**config.mk**
```make
export PLATFORM = sky130hd
export DESIGN_NAME = vidc_divsqrt
export DESIGN_NICKNAME = d
export VERILOG_FILES = /design/src/sv/vidc_pkg.sv /design/src/sv/vidc_divsqrt.sv
export SDC_FILE = /design/constraint.sdc
export NUM_CORES = 1
export LEC_CHECK = 0
export BUFFER_PORTS_ARGS = -buffer_cell sky130_fd_sc_hd__buf_2
export CAP_MARGIN = 0
export CELL_PAD_IN_SITES_DETAIL_PLACEMENT = 0
export CELL_PAD_IN_SITES_GLOBAL_PLACEMENT = 1
export CORE_ASPECT_RATIO = 1.25
export CORE_MARGIN = 4
export CORE_UTILIZATION = 25
export DETAILED_ROUTE_END_ITERATION = 10
export MAX_ROUTING_LAYER = met4
export PLACE_DENSITY = 0.46
export SYNTH_ARGS = -nofsm -noshare
export SYNTH_HDL_FRONTEND = slang
export SYNTH_SLANG_ARGS = --single-unit
```
**constraint.sdc**
```tcl
create_clock -name i_clk -period 6.77 [get_ports i_clk]
set_clock_uncertainty 0.1 [all_clocks]
set_input_delay 0.677 -clock i_clk [delete_from_list [all_inputs] [get_ports i_clk]]
set_output_delay 0.677 -clock i_clk [all_outputs]
set_load 0.01 [all_outputs]
```
**src/sv/vidc_pkg.sv**
```systemverilog
package vidc_pkg;

    localparam int unsigned VecW   = 32;
    localparam int unsigned DtW    = 16;
    localparam int unsigned DragW  = 24;
    localparam int unsigned MaxW   = 31;
    localparam int unsigned FuncW  = 2;
    localparam int unsigned IdxW   = 1;
    localparam int unsigned CfgW   = 31;

    localparam logic [63:0] EpsSq = 64'd429497;

    typedef enum logic [FuncW-1:0] {
        FUNC_ADD_FORCE = 2'd0,
        FUNC_TICK      = 2'd1,
        FUNC_SET_VEL   = 2'd2,
        FUNC_NONE      = 2'd3
    } t_func;

    localparam logic [IdxW-1:0] REG_DRAG = 1'b0;
    localparam logic [IdxW-1:0] REG_MAX  = 1'b1;

    typedef struct packed {
        logic [FuncW-1:0]       func;
        logic signed [VecW-1:0] vec_x;
        logic signed [VecW-1:0] vec_y;
        logic signed [VecW-1:0] vec_z;
        logic [DtW-1:0]         time_step;
    } t_in;

    typedef struct packed {
        logic signed [VecW-1:0] vel_x;
        logic signed [VecW-1:0] vel_y;
        logic signed [VecW-1:0] vel_z;
        logic signed [VecW-1:0] move_x;
        logic signed [VecW-1:0] move_y;
        logic signed [VecW-1:0] move_z;
        logic                   moved;
    } t_out;

    // Commands to the shared divide/square-root unit.
    typedef struct packed {
        logic        start;
        logic        is_sqrt;
        logic [63:0] num;
        logic [32:0] den;
    } t_dreq;

    typedef struct packed {
        logic        done;
        logic [32:0] res;
    } t_dres;

endpackage

```
**src/sv/vidc_divsqrt.sv**
```systemverilog
// Bit-serial restoring divider and integer square root, one result bit a cycle.
module vidc_divsqrt (
    input  logic           i_clk,
    input  logic           i_rst_n,
    input  vidc_pkg::t_dreq i_req,
    output vidc_pkg::t_dres o_res
);
    logic        r_busy;
    logic        r_sqrt;
    logic [6:0]  r_cnt;
    logic [63:0] r_num;
    logic [32:0] r_den;
    logic [65:0] r_rem;
    logic [32:0] r_q;
    logic        r_done;
    logic [65:0] n_rem_div;
    logic [65:0] n_rem_sq;
    logic [65:0] w_trial;

    always_comb begin
        n_rem_div = {r_rem[64:0], r_num[63]};
        n_rem_sq  = {r_rem[63:0], r_num[63:62]};
        w_trial   = r_sqrt ? {31'd0, r_q, 2'b01} : {33'd0, r_den};
    end

    always_ff @(posedge i_clk) begin
        if (!i_rst_n) begin
            r_busy <= 1'b0;
            r_done <= 1'b0;
        end else begin
            r_done <= 1'b0;
            if (i_req.start) begin
                r_busy <= 1'b1;
                r_sqrt <= i_req.is_sqrt;
                r_num  <= i_req.num;
                r_den  <= i_req.den;
                r_rem  <= '0;
                r_q    <= '0;
                r_cnt  <= i_req.is_sqrt ? 7'd32 : 7'd64;
            end else if (r_busy) begin
                if (r_sqrt) begin
                    r_num <= {r_num[61:0], 2'b00};
                    if (n_rem_sq >= w_trial) begin
                        r_rem <= n_rem_sq - w_trial;
                        r_q   <= {r_q[31:0], 1'b1};
                    end else begin
                        r_rem <= n_rem_sq;
                        r_q   <= {r_q[31:0], 1'b0};
                    end
                end else begin
                    r_num <= {r_num[62:0], 1'b0};
                    if (n_rem_div >= w_trial) begin
                        r_rem <= n_rem_div - w_trial;
                        r_q   <= {r_q[31:0], 1'b1};
                    end else begin
                        r_rem <= n_rem_div;
                        r_q   <= {r_q[31:0], 1'b0};
                    end
                end
                r_cnt <= r_cnt - 7'd1;
                if (r_cnt == 7'd1) begin
                    r_busy <= 1'b0;
                    r_done <= 1'b1;
                end
            end
        end
    end

    assign o_res.done = r_done;
    assign o_res.res  = r_q;
endmodule

```
======== Word-level counts from Yosys, hierarchy flattened ========
Index checks and enable logic that the tools add are counted.
storage, ports and cells
  bits in registers ....................... 205
  input port bits ......................... 101
  output and inout bits ................... 34
  logic and storage cells ................. 39
operators by class
  add/sub/neg operators ................... 3
  order comparisons ....................... 2
  equal/unequal tests ..................... 1
  multiplexer cells ....................... 19
  bitwise operators ....................... 2
  reductions and logical operators ........ 4
operator list
  kind                                                                   number
  65-bit two-way mux                                                     4
  64-bit two-way mux                                                     3
  66-bit by 35-bit greater-or-equal comparator with 1-bit output         2
  65-bit by 35-bit subtractor with 65-bit output                         2
  35-bit two-way mux                                                     1
  33-bit two-way mux                                                     1
  7-bit two-way mux                                                      3
  7-bit by 1-bit equality test with 1-bit output, second input constant  1
  1-bit two-way mux                                                      7
  7-bit by 1-bit subtractor with 7-bit output, second input constant     1
  2-bit AND reduction                                                    2
  3-bit OR reduction                                                     1
  1-bit inverter                                                         2
  2-bit nonzero test                                                     1

======== Longest topological paths before layout ========
  depth after elaboration ................. 5
  depth in mapped cells ................... 18
  mapped depth without buffers ............ 13

======== Worst setup path after synthesis ========
OpenSTA, ideal clock, no wires.
  path kind ............................... input-to-reg
  from .................................... input port i_req[98] in the netlist's numbering
  to ...................................... register r_cnt[0], enable pin
  setup time .............................. 0.545 ns
  arrival time ............................ 5.031 ns
  data required time ...................... 6.125 ns
  slack ................................... 1.094 ns
  cell stages on the path ................. 3
  path buffers ............................ 2
  cell sequence ........................... clkbuf_1 -> clkbuf_1 -> o21a_1
on the way
  longest elaborated chain between the ends .. 2
ends and longest elaborated chain
  element                        line                source
  start: declaration             vidc_divsqrt.sv:5   input vidc_pkg::t_dreq i_req,
  2-bit nonzero test (no line)   n/a
  2-bit AND reduction (no line)  n/a
  end signal: assignment         vidc_divsqrt.sv:39  r_cnt <= i_req.is_sqrt ? 7'd32 : 7'd64;
  end signal: assignment         vidc_divsqrt.sv:60  r_cnt <= r_cnt - 7'd1;
  end: declaration               vidc_divsqrt.sv:10  logic [6:0] r_cnt;
Every way passes these cells.
A chain may end at the register's enable or synchronous reset.

======== Worst setup path in the final report ========
  from .................................... register r_sqrt
  to ...................................... register r_rem[4], data pin
on the way
  longest elaborated chain between the ends .. 5
  elaborated cells between the ends (all ways) .. 9
  classes of those cells .................. 2 x add/sub; 2 x order compare; 5 x mux
ends and longest elaborated chain
  element                                                                       line                                    source
  start: declaration                                                            vidc_divsqrt.sv:9                       logic r_sqrt;
  start signal: assignment                                                      vidc_divsqrt.sv:34                      r_sqrt <= i_req.is_sqrt;
  35-bit two-way mux                                                            vidc_divsqrt.sv:23                      w_trial = r_sqrt ? {31'd0, r_q, 2'b01} : {33'd0, r_den};
  65-bit by 35-bit subtractor with 65-bit output, or another cell as far along  vidc_divsqrt.sv:53                      r_rem <= n_rem_div - w_trial;
  65-bit two-way mux, on equally long branches                                  vidc_divsqrt.sv:52, vidc_divsqrt.sv:43
  65-bit two-way mux *                                                          vidc_divsqrt.sv:41                      if (r_sqrt) begin
  65-bit two-way mux *                                                          vidc_divsqrt.sv:40                      end else if (r_busy) begin
  end signal: assignment                                                        vidc_divsqrt.sv:44                      r_rem <= n_rem_sq - w_trial;
  end signal: assignment                                                        vidc_divsqrt.sv:53
  end signal: assignment                                                        vidc_divsqrt.sv:56                      r_rem <= n_rem_div;
  end: declaration                                                              vidc_divsqrt.sv:13                      logic [65:0] r_rem;
Mark *: on every way between the ends. The rest lies on a longest branch, timed or not. The select of a mux whose other input is x is not followed.

==> flow_summary.json <==
{
  "syn2layout_area_growth_pct": 15.4,
  "grt_pass1_wl_um": 87900,
  "root_buffer": "clkbuf_16",
  "arrival_ps": 5970,
  "final-hold-violation-count": 0,
  "gp_congestion": 0.864,
  "grt_antenna_before_repair": 1,
  "final_layout_size_suffix_gt1_frac": 0.132,
  "hold_class": "primary input to flop",
  "drt_iter0_markers": 736,
  "final_area_um2": 17800,
  "post_cts_resize_count": 0,
  "clock_latency_ps": 570,
  "crit_path_top_delay_cell": "and2_2",
  "hpwl_um": 44700,
  "cp-start-kind": "flop",
  "fmax_mhz": 173,
  "power_density_nw_per_um2": 258,
  "routed_via_density": 5.10,
  "layout_commonest_cell": "edfxtp_1",
  "final_net_count": 1907,
  "critPathRequiredTime_ps": 6960,
  "clk_pin_slew_worst_paths_ps": 60,
  "cpMostUsedCell": "buf_4",
  "drt-wirelength-per-cell_um": 22.9,
  "track_usage": 0.178,
  "clockBufferDepth": 3,
  "start_util": 0.253,
  "dpl_worst_slack_ps": 882,
  "netlist_instances": 1647,
  "vdd_drop_max_uv": 217,
  "dr.pass1.iters": 5,
  "postCtsSetupRepairBufs": 0,
  "ys.flop_type": "edfxtp_1",
  "numCtsBuffers": 27,
  "post_dp_cell_area_um2": 16900,
  "synth.avg_cell_area_um2": 9.34,
  "ys_ff_latch": 205,
  "cts.sinks": 205,
  "netlist_area_um2": 15400,
  "cts_tree": "built",
  "yosys-top-cells-area": "edfxtp_1 40%, mux2i_1 7.4%, ha_1 5.9%",
  "path_cells": "buf_4 -> buf_4 -> mux2i_1 -> ha_1 -> a21oi_1 -> o21ai_0 -> a221oi_1 -> o31ai_1 -> o21ai_1 -> and2_2 -> buf_4 -> nor2_1 -> a211oi_1 -> a211oi_1",
  "core_um2": 60900,
  "die_w_um": 230,
  "rsz0062_at_grt": "false",
  "synth_edf_count": 203,
  "die_h_um": 285,
  "cts_hold_buf": 0,
  "synth_cell_type_count": 82,
  "grt_max_degree": 120,
  "portBuffers": 134,
  "final_core_util": 0.292,
  "drc": 0,
  "cp-end-kind": "flop",
  "setup_viol": 0,
  "io_pins": 135,
  "cp_top_family": "compound AO/OA/AOI/OAI gates",
  "critPathMaxStageDelay_ps": 830,
  "syn_nets": 1822,
  "grt_pass1_vias": 13900,
  "maxCapViolCount": 0,
  "crit_buf_inv": 3,
  "critPathMaxFanout": 42,
  "netlist.area_leader.share": 0.396,
  "relSlewSlack": 0.171,
  "fin_crit_ps": 5780,
  "tightest_slew_ps": 1210,
  "rows": 101,
  "dieArea_um2": 65600,
  "fillCellCount": 6661,
  "ant_nets": 0,
  "synthArstFlopShare": 0,
  "status": "finished, final reports clean",
  "via_count": 13100,
  "gr-total-overflow": 0,
  "synth_area_leader_cell": "edfxtp_1",
  "htreeDepth": 1,
  "final_cell_mix": "203 x edfxtp_1, 165 x nand2_1, 133 x buf_2",
  "routed_wl_um": 59100,
  "seq_area_frac_synth": 0.399,
  "critical_path_class": "flop to flop",
  "p_leak_nw": 6.63,
  "ys_warn_count": 0,
  "fin_tns_setup_ps": 0,
  "post-route-period-util": 0.853,
  "final.setup.worst_slack_ps": 995,
  "maxSlewViolCount": 0
}
==> cells in the mapped netlist (4+ instances only) <==
library cell and count:
edfxtp_1 203, nand2_1 165, nor2_1 122, a21oi_1 117, o21ai_0 116, mux2i_1 113, ha_1 72, clkbuf_1 68
xnor2_1 54, nand3_1 49, xor2_1 46, o22ai_1 37, nor2b_1 36, a211oi_1 35, nor3_1 35, nand4_1 32
a21o_1 29, inv_1 29, o211ai_1 18, and3_1 17, nor4_1 16, o21bai_1 16, buf_2 15, o21a_1 15
buf_1 12, or2_2 12, and2_1 11, or3_1 11, nand2b_1 9, a221oi_1 8, nor3b_1 8, a311oi_1 7
a31oi_1 7, o31ai_1 7, or4_1 6, a21boi_0 5, buf_4 5, o211a_1 5, o221ai_1 5, and4_1 4
==> flip-flops by register name, summed over array words and instances (netlist names) <==
register	flops
r_sqrt	1
r_den	33
r_rem	65
r_busy	1
r_num	64
r_cnt	7
r_done	1
r_q	33
==> report_power, final <==
group          leakage (nW)  total [mW]  internal (mW)  switching (mW)
Combinational          4.22        1.43          0.536           0.897
Clock                 0.431        1.51          0.899           0.615
Sequential             1.98        1.63           1.53           0.104
==> cell families (layout without fill, tap and decap cells) <==
| family | count (synthesis) | in the layout | synth area share |
|---|---|---|---|
| adders and majority gates | 74 | 74 | 0.0611 |
| DFF | 205 | 205 | 0.399 |
| and+or+nand+nor | 559 | 559 | 0.182 |
| buffers and inverters | 133 | 238 | 0.0363 |
| AOI/OAI and AO/OA | 463 | 463 | 0.191 |
| other | 0 | 1 | 0 |
| xor gates and xnor gates | 100 | 100 | 0.0569 |
| muxes | 113 | 113 | 0.0735 |
==> layout make-up <==
type	count	area [µm²]	share of cell area
multi-input combinational	1309	8700	0.490
timing repair buffer	159	877	0.0494
antenna	1	2.50	0.000141
tap	824	1030	0.0581
clock inverter	12	171	0.00965
sequential	205	6140	0.346
inverter	30	113	0.00634
clock buffer	37	723	0.0407
==> final timing paths <==
kind                                 from   endpoint  slack, ps  cells after the start
worst min register to register     r_busy     r_done        360                      2
worst max-delay path               r_sqrt   r_rem[4]        990                     14
worst max register to register     r_sqrt   r_rem[4]        990                     14
worst min-delay path            i_req[27]  r_den[27]        180                      1
==> worst reg2reg max path, delay by kind of cell (launching register included) <==
| kind | cells | cell delay (ps) |
|---|---|---|
| and+or+nand+nor | 2 | 920 |
| AOI/OAI and AO/OA | 7 | 1910 |
| adders and majority gates | 1 | 410 |
| buffers and inverters | 3 | 1360 |
| DFF | 1 | 340 |
| muxes | 1 | 460 |
==> per-layer routing <==
layer,wire length [µm],track usage
met4,2180,0.0596
met2,29700,0.313
met5,0,-
met1,25100,0.212
met3,2180,0.0214
==> per-stage QoR <==
| stage | hold WS (ps) | power [mW] | cells |
|---|---|---|---|
| 2_1_floorplan | 315 | 2.62 | 1647 |
| 3_3_place_gp | 346 | 3.11 | 2527 |
| 3_5_place_dp | 353 | 3.09 | 2527 |
| 4_1_cts | 147 | 4.64 | 2576 |
| 5_1_grt | 164 | 4.84 | 2577 |
| 6_report | 181 | 4.58 | 2577 |
Note: power is estimated with default switching activity, not from simulation.
